### src/rtl/tbs_pkg.sv
package tbs_pkg;

   localparam int MAX_TITLES_DEF = 16;
   localparam int MAX_CHARS_DEF  = 99;
   localparam int POS_W          = 4;
   localparam int CHAR_W         = 8;

   typedef struct packed {
      logic [CHAR_W-1:0] char_code;
      logic              has_char;
      logic              end_of_title;
      logic              end_of_list;
   } req_type;

   typedef struct packed {
      logic [POS_W-1:0] title_position;
      logic             last_in_order;
   } rsp_type;

   typedef enum logic [3:0] {
      S_LOAD,
      S_INIT,
      S_PASS_RD0,
      S_PASS_LEN0,
      S_PASS_CARRY,
      S_CAND_RD,
      S_CAND_LEN,
      S_CAND_SET,
      S_CMP,
      S_CMP_B,
      S_CMP_D,
      S_PLACE,
      S_PASS_END,
      S_EMIT_RD,
      S_EMIT_LD,
      S_EMIT_WAIT
   } state_type;

   typedef enum logic [3:0] {
      OP_LOAD,
      OP_INIT,
      OP_RD0,
      OP_LEN0,
      OP_CARRY,
      OP_CAND_RD,
      OP_CAND_LEN,
      OP_CAND_SET,
      OP_CMP,
      OP_CMP_B,
      OP_CMP_D,
      OP_PLACE,
      OP_PASS_END,
      OP_EMIT_RD,
      OP_EMIT_LD,
      OP_EMIT_WAIT
   } op_type;

   typedef struct packed {
      op_type op;
      logic   fire;
   } cmd_type;

   typedef struct packed {
      logic load_sort;
      logic init_last;
      logic n_one;
      logic cmp_end;
      logic chars_differ;
      logic pass_last;
      logic limit_one;
      logic emit_last;
   } status_type;

endpackage

### src/rtl/tbs_ctrl.sv
module tbs_ctrl (
   input  logic                clock,
   input  logic                reset,
   input  logic                req_valid,
   input  logic                rsp_stall,
   input  tbs_pkg::status_type status,
   output tbs_pkg::cmd_type    cmd,
   output logic                req_stall
);

   tbs_pkg::state_type state_ff;
   tbs_pkg::state_type state_in;

   always_ff @(posedge clock) begin
      if (reset) begin
         state_ff <= tbs_pkg::S_LOAD;
      end else begin
         state_ff <= state_in;
      end
   end

   always_comb begin
      state_in  = state_ff;
      cmd.op    = tbs_pkg::OP_LOAD;
      cmd.fire  = 1'b0;
      req_stall = 1'b1;
      unique case (state_ff)
         tbs_pkg::S_LOAD: begin
            req_stall = 1'b0;
            cmd.op    = tbs_pkg::OP_LOAD;
            cmd.fire  = req_valid;
            if (req_valid && status.load_sort) begin
               state_in = tbs_pkg::S_INIT;
            end
         end
         tbs_pkg::S_INIT: begin
            cmd.op = tbs_pkg::OP_INIT;
            if (status.init_last) begin
               state_in = status.n_one ? tbs_pkg::S_EMIT_RD : tbs_pkg::S_PASS_RD0;
            end
         end
         tbs_pkg::S_PASS_RD0: begin
            cmd.op   = tbs_pkg::OP_RD0;
            state_in = tbs_pkg::S_PASS_LEN0;
         end
         tbs_pkg::S_PASS_LEN0: begin
            cmd.op   = tbs_pkg::OP_LEN0;
            state_in = tbs_pkg::S_PASS_CARRY;
         end
         tbs_pkg::S_PASS_CARRY: begin
            cmd.op   = tbs_pkg::OP_CARRY;
            state_in = tbs_pkg::S_CAND_RD;
         end
         tbs_pkg::S_CAND_RD: begin
            cmd.op   = tbs_pkg::OP_CAND_RD;
            state_in = tbs_pkg::S_CAND_LEN;
         end
         tbs_pkg::S_CAND_LEN: begin
            cmd.op   = tbs_pkg::OP_CAND_LEN;
            state_in = tbs_pkg::S_CAND_SET;
         end
         tbs_pkg::S_CAND_SET: begin
            cmd.op   = tbs_pkg::OP_CAND_SET;
            state_in = tbs_pkg::S_CMP;
         end
         tbs_pkg::S_CMP: begin
            cmd.op   = tbs_pkg::OP_CMP;
            state_in = status.cmp_end ? tbs_pkg::S_PLACE : tbs_pkg::S_CMP_B;
         end
         tbs_pkg::S_CMP_B: begin
            cmd.op   = tbs_pkg::OP_CMP_B;
            state_in = tbs_pkg::S_CMP_D;
         end
         tbs_pkg::S_CMP_D: begin
            cmd.op   = tbs_pkg::OP_CMP_D;
            state_in = status.chars_differ ? tbs_pkg::S_PLACE : tbs_pkg::S_CMP;
         end
         tbs_pkg::S_PLACE: begin
            cmd.op   = tbs_pkg::OP_PLACE;
            state_in = status.pass_last ? tbs_pkg::S_PASS_END : tbs_pkg::S_CAND_RD;
         end
         tbs_pkg::S_PASS_END: begin
            cmd.op   = tbs_pkg::OP_PASS_END;
            state_in = status.limit_one ? tbs_pkg::S_EMIT_RD : tbs_pkg::S_PASS_RD0;
         end
         tbs_pkg::S_EMIT_RD: begin
            cmd.op   = tbs_pkg::OP_EMIT_RD;
            state_in = tbs_pkg::S_EMIT_LD;
         end
         tbs_pkg::S_EMIT_LD: begin
            cmd.op   = tbs_pkg::OP_EMIT_LD;
            state_in = tbs_pkg::S_EMIT_WAIT;
         end
         tbs_pkg::S_EMIT_WAIT: begin
            cmd.op   = tbs_pkg::OP_EMIT_WAIT;
            cmd.fire = !rsp_stall;
            if (!rsp_stall) begin
               state_in = status.emit_last ? tbs_pkg::S_LOAD : tbs_pkg::S_EMIT_RD;
            end
         end
      endcase
   end

endmodule

### config.mk
export PLATFORM = sky130hd
export DESIGN_NAME = tbs_ctrl
export DESIGN_NICKNAME = d
export VERILOG_FILES = /design/src/rtl/tbs_pkg.sv /design/src/rtl/tbs_ctrl.sv
export SDC_FILE = /design/constraint.sdc
export NUM_CORES = 1
export LEC_CHECK = 0
export BUFFER_PORTS_ARGS = -buffer_cell sky130_fd_sc_hd__buf_2
export CORE_AREA = 5 5 42 44
export CTS_CLUSTER_SIZE = 10
export DETAILED_ROUTE_END_ITERATION = 16
export DIE_AREA = 0 0 47 49
export PLACE_DENSITY = 0.67
export SLEW_MARGIN = 40
export SYNTH_ARGS = -nofsm -noshare
export SYNTH_HDL_FRONTEND = slang
export SYNTH_SLANG_ARGS = --single-unit
### constraint.sdc
create_clock -name clock -period 3.2 [get_ports clock]
set_input_delay 0.8 -clock clock [delete_from_list [all_inputs] [get_ports clock]]
set_output_delay 0.8 -clock clock [all_outputs]
set_load 0.1 [all_outputs]
# Word-level counts from Yosys, hierarchy flattened

Cells that the tools add are included.
W data, S select, Z words.

Register bits: 4
Bits in latches: 0
Memory bits (writable): 0
Bits in read-only memories: 0
Memories: 0

$add $sub $neg: 0
Multipliers: 0
Divide/modulo/power cells: 0
Order comparisons: 0
Eq/ne operators: 18
Shifts and indexed selects: 0
Muxes and demuxes: 13
Bitwise logic cells: 0
Reduce and logical (&&, ||, !) cells: 4

Operators by type and width:

| operator             | count |
|---|---|
| $pmux W4 S16         | 2 |
| $eq A4 B4 Y1 const B | 8 |
| $mux W4              | 7 |
| $eq A4 B3 Y1 const B | 4 |
| $eq A4 B2 Y1 const B | 2 |
| $ne A2 B2 Y1 const B | 3 |
| $eq A4 B1 Y1 const B | 1 |
| $logic_not A4 Y1     | 1 |
| $mux W2              | 2 |
| $reduce_and A3 Y1    | 1 |
| $pmux W1 S2          | 1 |
| $logic_and A1 B1 Y1  | 1 |
| $logic_not A1 Y1     | 1 |
| $mux W1              | 1 |

# Logic depth before layout (Yosys ltp)

Depth in word-level cells: 3
Gate-level depth with buffers: 6
Gate-level depth less buffers: 4

# Least setup slack after synthesis

Ideal clock, no wire load.

Path type: input-to-output
Start: input port rsp_stall
End: output port cmd[0] (netlist bit)
Arrival time: 3068 ps
Data required time: 2400 ps
Path slack: -668 ps
Cell stages on the path: 1
Path through: o31ai_1

Word-level cells in the longest chain between the ends: 2

RTL lines:

| element          | RTL line       | text |
|---|---|---|
| from (decl)      | tbs_ctrl.sv:5  | `input logic rsp_stall,` |
| $logic_not A1 Y1 | --             |  |
| $pmux W1 S2      | tbs_ctrl.sv:27 | `unique case (state_ff)` |
| to (decl)        | tbs_ctrl.sv:7  | `output tbs_pkg::cmd_type cmd,` |

No other way between the ends.

==> results.ini <==
[sta]
period_needed_ps=2660
final.setup.tns_ps=0
rsz0062_at_grt=no
setup_viol=0
fin_skew_ps=3.39
fin_crit_sh_pct=83.1
slew_viol_final=0
fin_hold_ws_ps=684
max_clock_freq_mhz=376
tightest_slew_ps=539
finalHoldViolations=0
slew-limit-headroom_pct=64.0

[route]
antenna_left=0
routedWlPerCell_um=13.2
drc=0
drtIter0Drc=13
firstDrtPassIters=4
routed_wirelength_um=1150
avgViaCountPerCell=5.53
vias=481

[critical_path]
crit_fanout=16
crit_chain=nor4_1 > nand2_1 > o31ai_2 > buf_2
setup.worst_path.class=reg2out
r2r_end=state_ff[0]
r2r-start=state_ff[1]
slowest_stage=nor4_1
cp_top_family=simple AND/OR/NAND/NOR gates
ff2ff_setup_slack_ps=1660
critPathMaxStageDelay_ps=500
critical_path_buf_inv_count=1
crit_arrival_ps=1860
start_kind=flop
cp-end-kind=primary output
rr_worst_depth=4
cp.required_ps=2400

[clock_network]
clock_latency_ps=240
root_buffer=clkbuf_4
postCtsSetupBuffers=0
clock_path_buffers=2
cts_hold_buf=0
cts_buffers=3
cts_resized=0
numClockSinks=4
htreeDepth=1
clk_pin_slew_ps=40
cts_tree=done

[synth]
seq_area_frac_synth_pct=18.2
synth_cell_type_count=33
syn_nets=73
ys_ff_latch=4
yosysWarnings=0
synth_area_um2=439
syn_inst=61
avgSynthCellArea_um2=7.20

[pwr]
vdd_ir_drop_max_uv=140
swShare_pct=45.1
p_sw_uw=98.0
pwr-share-comb_pct=41.8
internal-power_uw=120
leakage_nw=0.197
power_frac_clock_pct=29.5
powerDensity_nw_per_um2=427
p_seq_share_pct=28.7

[placed_design]
dp.cells=84
io_buffers=17
gp_congestion=0.808
place_area_um2=487

[cells_and_area]
final_cells=87
largest_reg_flops=4
top_regs=state_ff x4
final_nets=85
post-route-util_pct=36.3
area_delta_synth_final_pct=16.0
drive_above_1_share_pct=33.8
fillerInstances=169
antenna_cells=0
final_area_um2=509
regMostFlops=state_ff
multi_input_area_um2=294
regArea_um2=80.1

[hold_path]
min_to=state_ff[3]
hp-class=reg2reg
holdCritStartpoint=state_ff[3]
whs_path_depth=2

[grt]
overflow=0
grt_antenna_before_repair=0
gr-usage-all-layers_pct=11.7
grt_first_pass_wirelength_um=1950
grt_max_degree=18
grt_pass1_vias=476

[die]
die_y_um=49
fp.dieW_um=47
initial_core_util_pct=31.3
rows=14
die_area_um2=2300
ios=18
coreArea_um2=1400

[status]
outcome=complete, no violations

[job]
cap_violations=0

[metrics by stage]
stage	setup WS [ps]	power, mW
after global routing	369	0.232
after global placement	797	0.153
final	542	0.217
after detailed placement	787	0.154
after CTS	532	0.221
after floorplan	195	0.141
[kinds of logic after synthesis]
logic type	Yosys count	share of synthesized area [%]
simple gates	23	27.1
compound gates	22	38.7
buf+inv	12	16.0
flops	4	18.2
[layout make-up]
type	count	area share [%]
Clock buffer	3	4.42
Inverter	2	1.47
Sequential cell	4	15.7
Timing Repair Buffer	17	16.7
Multi-Input combinational cell	45	57.7
Tap cell	16	3.93
[routing by layer]
metal | track usage (%) | wire (um) | vias to the layer above
li1 | - | - | 246
met1 | 14.9 | 508 | 214
met2 | 15.8 | 540 | 18
met3 | 2.58 | 66 | 3
met4 | 9.68 | 29 | 0
met5 | 0 | 0 | -
[cells in the mapped netlist]
master,n,share of area (%)
buf_2,1,1.1
nand2_1,7,6.0
nor3b_1,2,3.4
buf_4,2,3.4
a21oi_1,3,3.4
or3_1,1,1.4
nand3b_1,1,1.7
a211oi_1,1,1.7
o32a_1,1,2.3
and4_1,1,2.0
o21ba_2,1,2.3
o311ai_1,1,2.0
a21o_1,1,1.7
o21ai_0,4,4.6
nand3_1,1,1.1
o31ai_1,2,3.4
nor3_1,2,2.3
a221oi_1,2,4.0
clkbuf_2,1,1.1
nand2_2,1,1.4
o2111ai_1,1,2.0
o211ai_1,1,1.7
nor2b_1,1,1.4
a221o_1,1,2.3
a311oi_2,1,3.4
o2bb2ai_1,2,4.0
inv_1,2,1.7
clkbuf_1,4,3.4
buf_6,2,5.1
nor4_1,1,1.4
nor2_1,4,3.4
nand2b_1,1,1.4
dfxtp_1,4,18
[power groups by stage]
stage | clock [mW] | combinational [mW] | sequential, mW
after CTS | 0.0675 | 0.0912 | 0.0623
after floorplan | 0 | 0.0866 | 0.0540
after global placement | 0 | 0.0900 | 0.0632
final | 0.0642 | 0.0908 | 0.0625
after global routing | 0.0730 | 0.0959 | 0.0636
after detailed placement | 0 | 0.0910 | 0.0630
[worst max-delay path by stage]
stage                startpoint     end  slack [ps]  cells after the start
floorplan             rsp_stall  cmd[0]         200                      1
global placement      rsp_stall  cmd[0]         800                      3
detailed placement    rsp_stall  cmd[0]         790                      3
CTS                 state_ff[2]  cmd[0]         530                      4
global route        state_ff[2]  cmd[0]         370                      4
finish              state_ff[2]  cmd[0]         540                      4
[cells in the final DEF, fill, tap and decap left out, drive strengths merged, types with 3 or more instances in the layout]
master / count
dfxtp: 4
o21ai: 4
nor2: 4
buf: 17
a21oi: 3
nand2: 8
clkbuf: 3
[worst reg2reg max path, cell delays in order (launching register included)]
cell and delay [ps]:
dfxtp_1 650, nand2_1 200, o21ai_0 200, o211ai_1 110, a221oi_1 270
(Power assumes the default switching activity.)
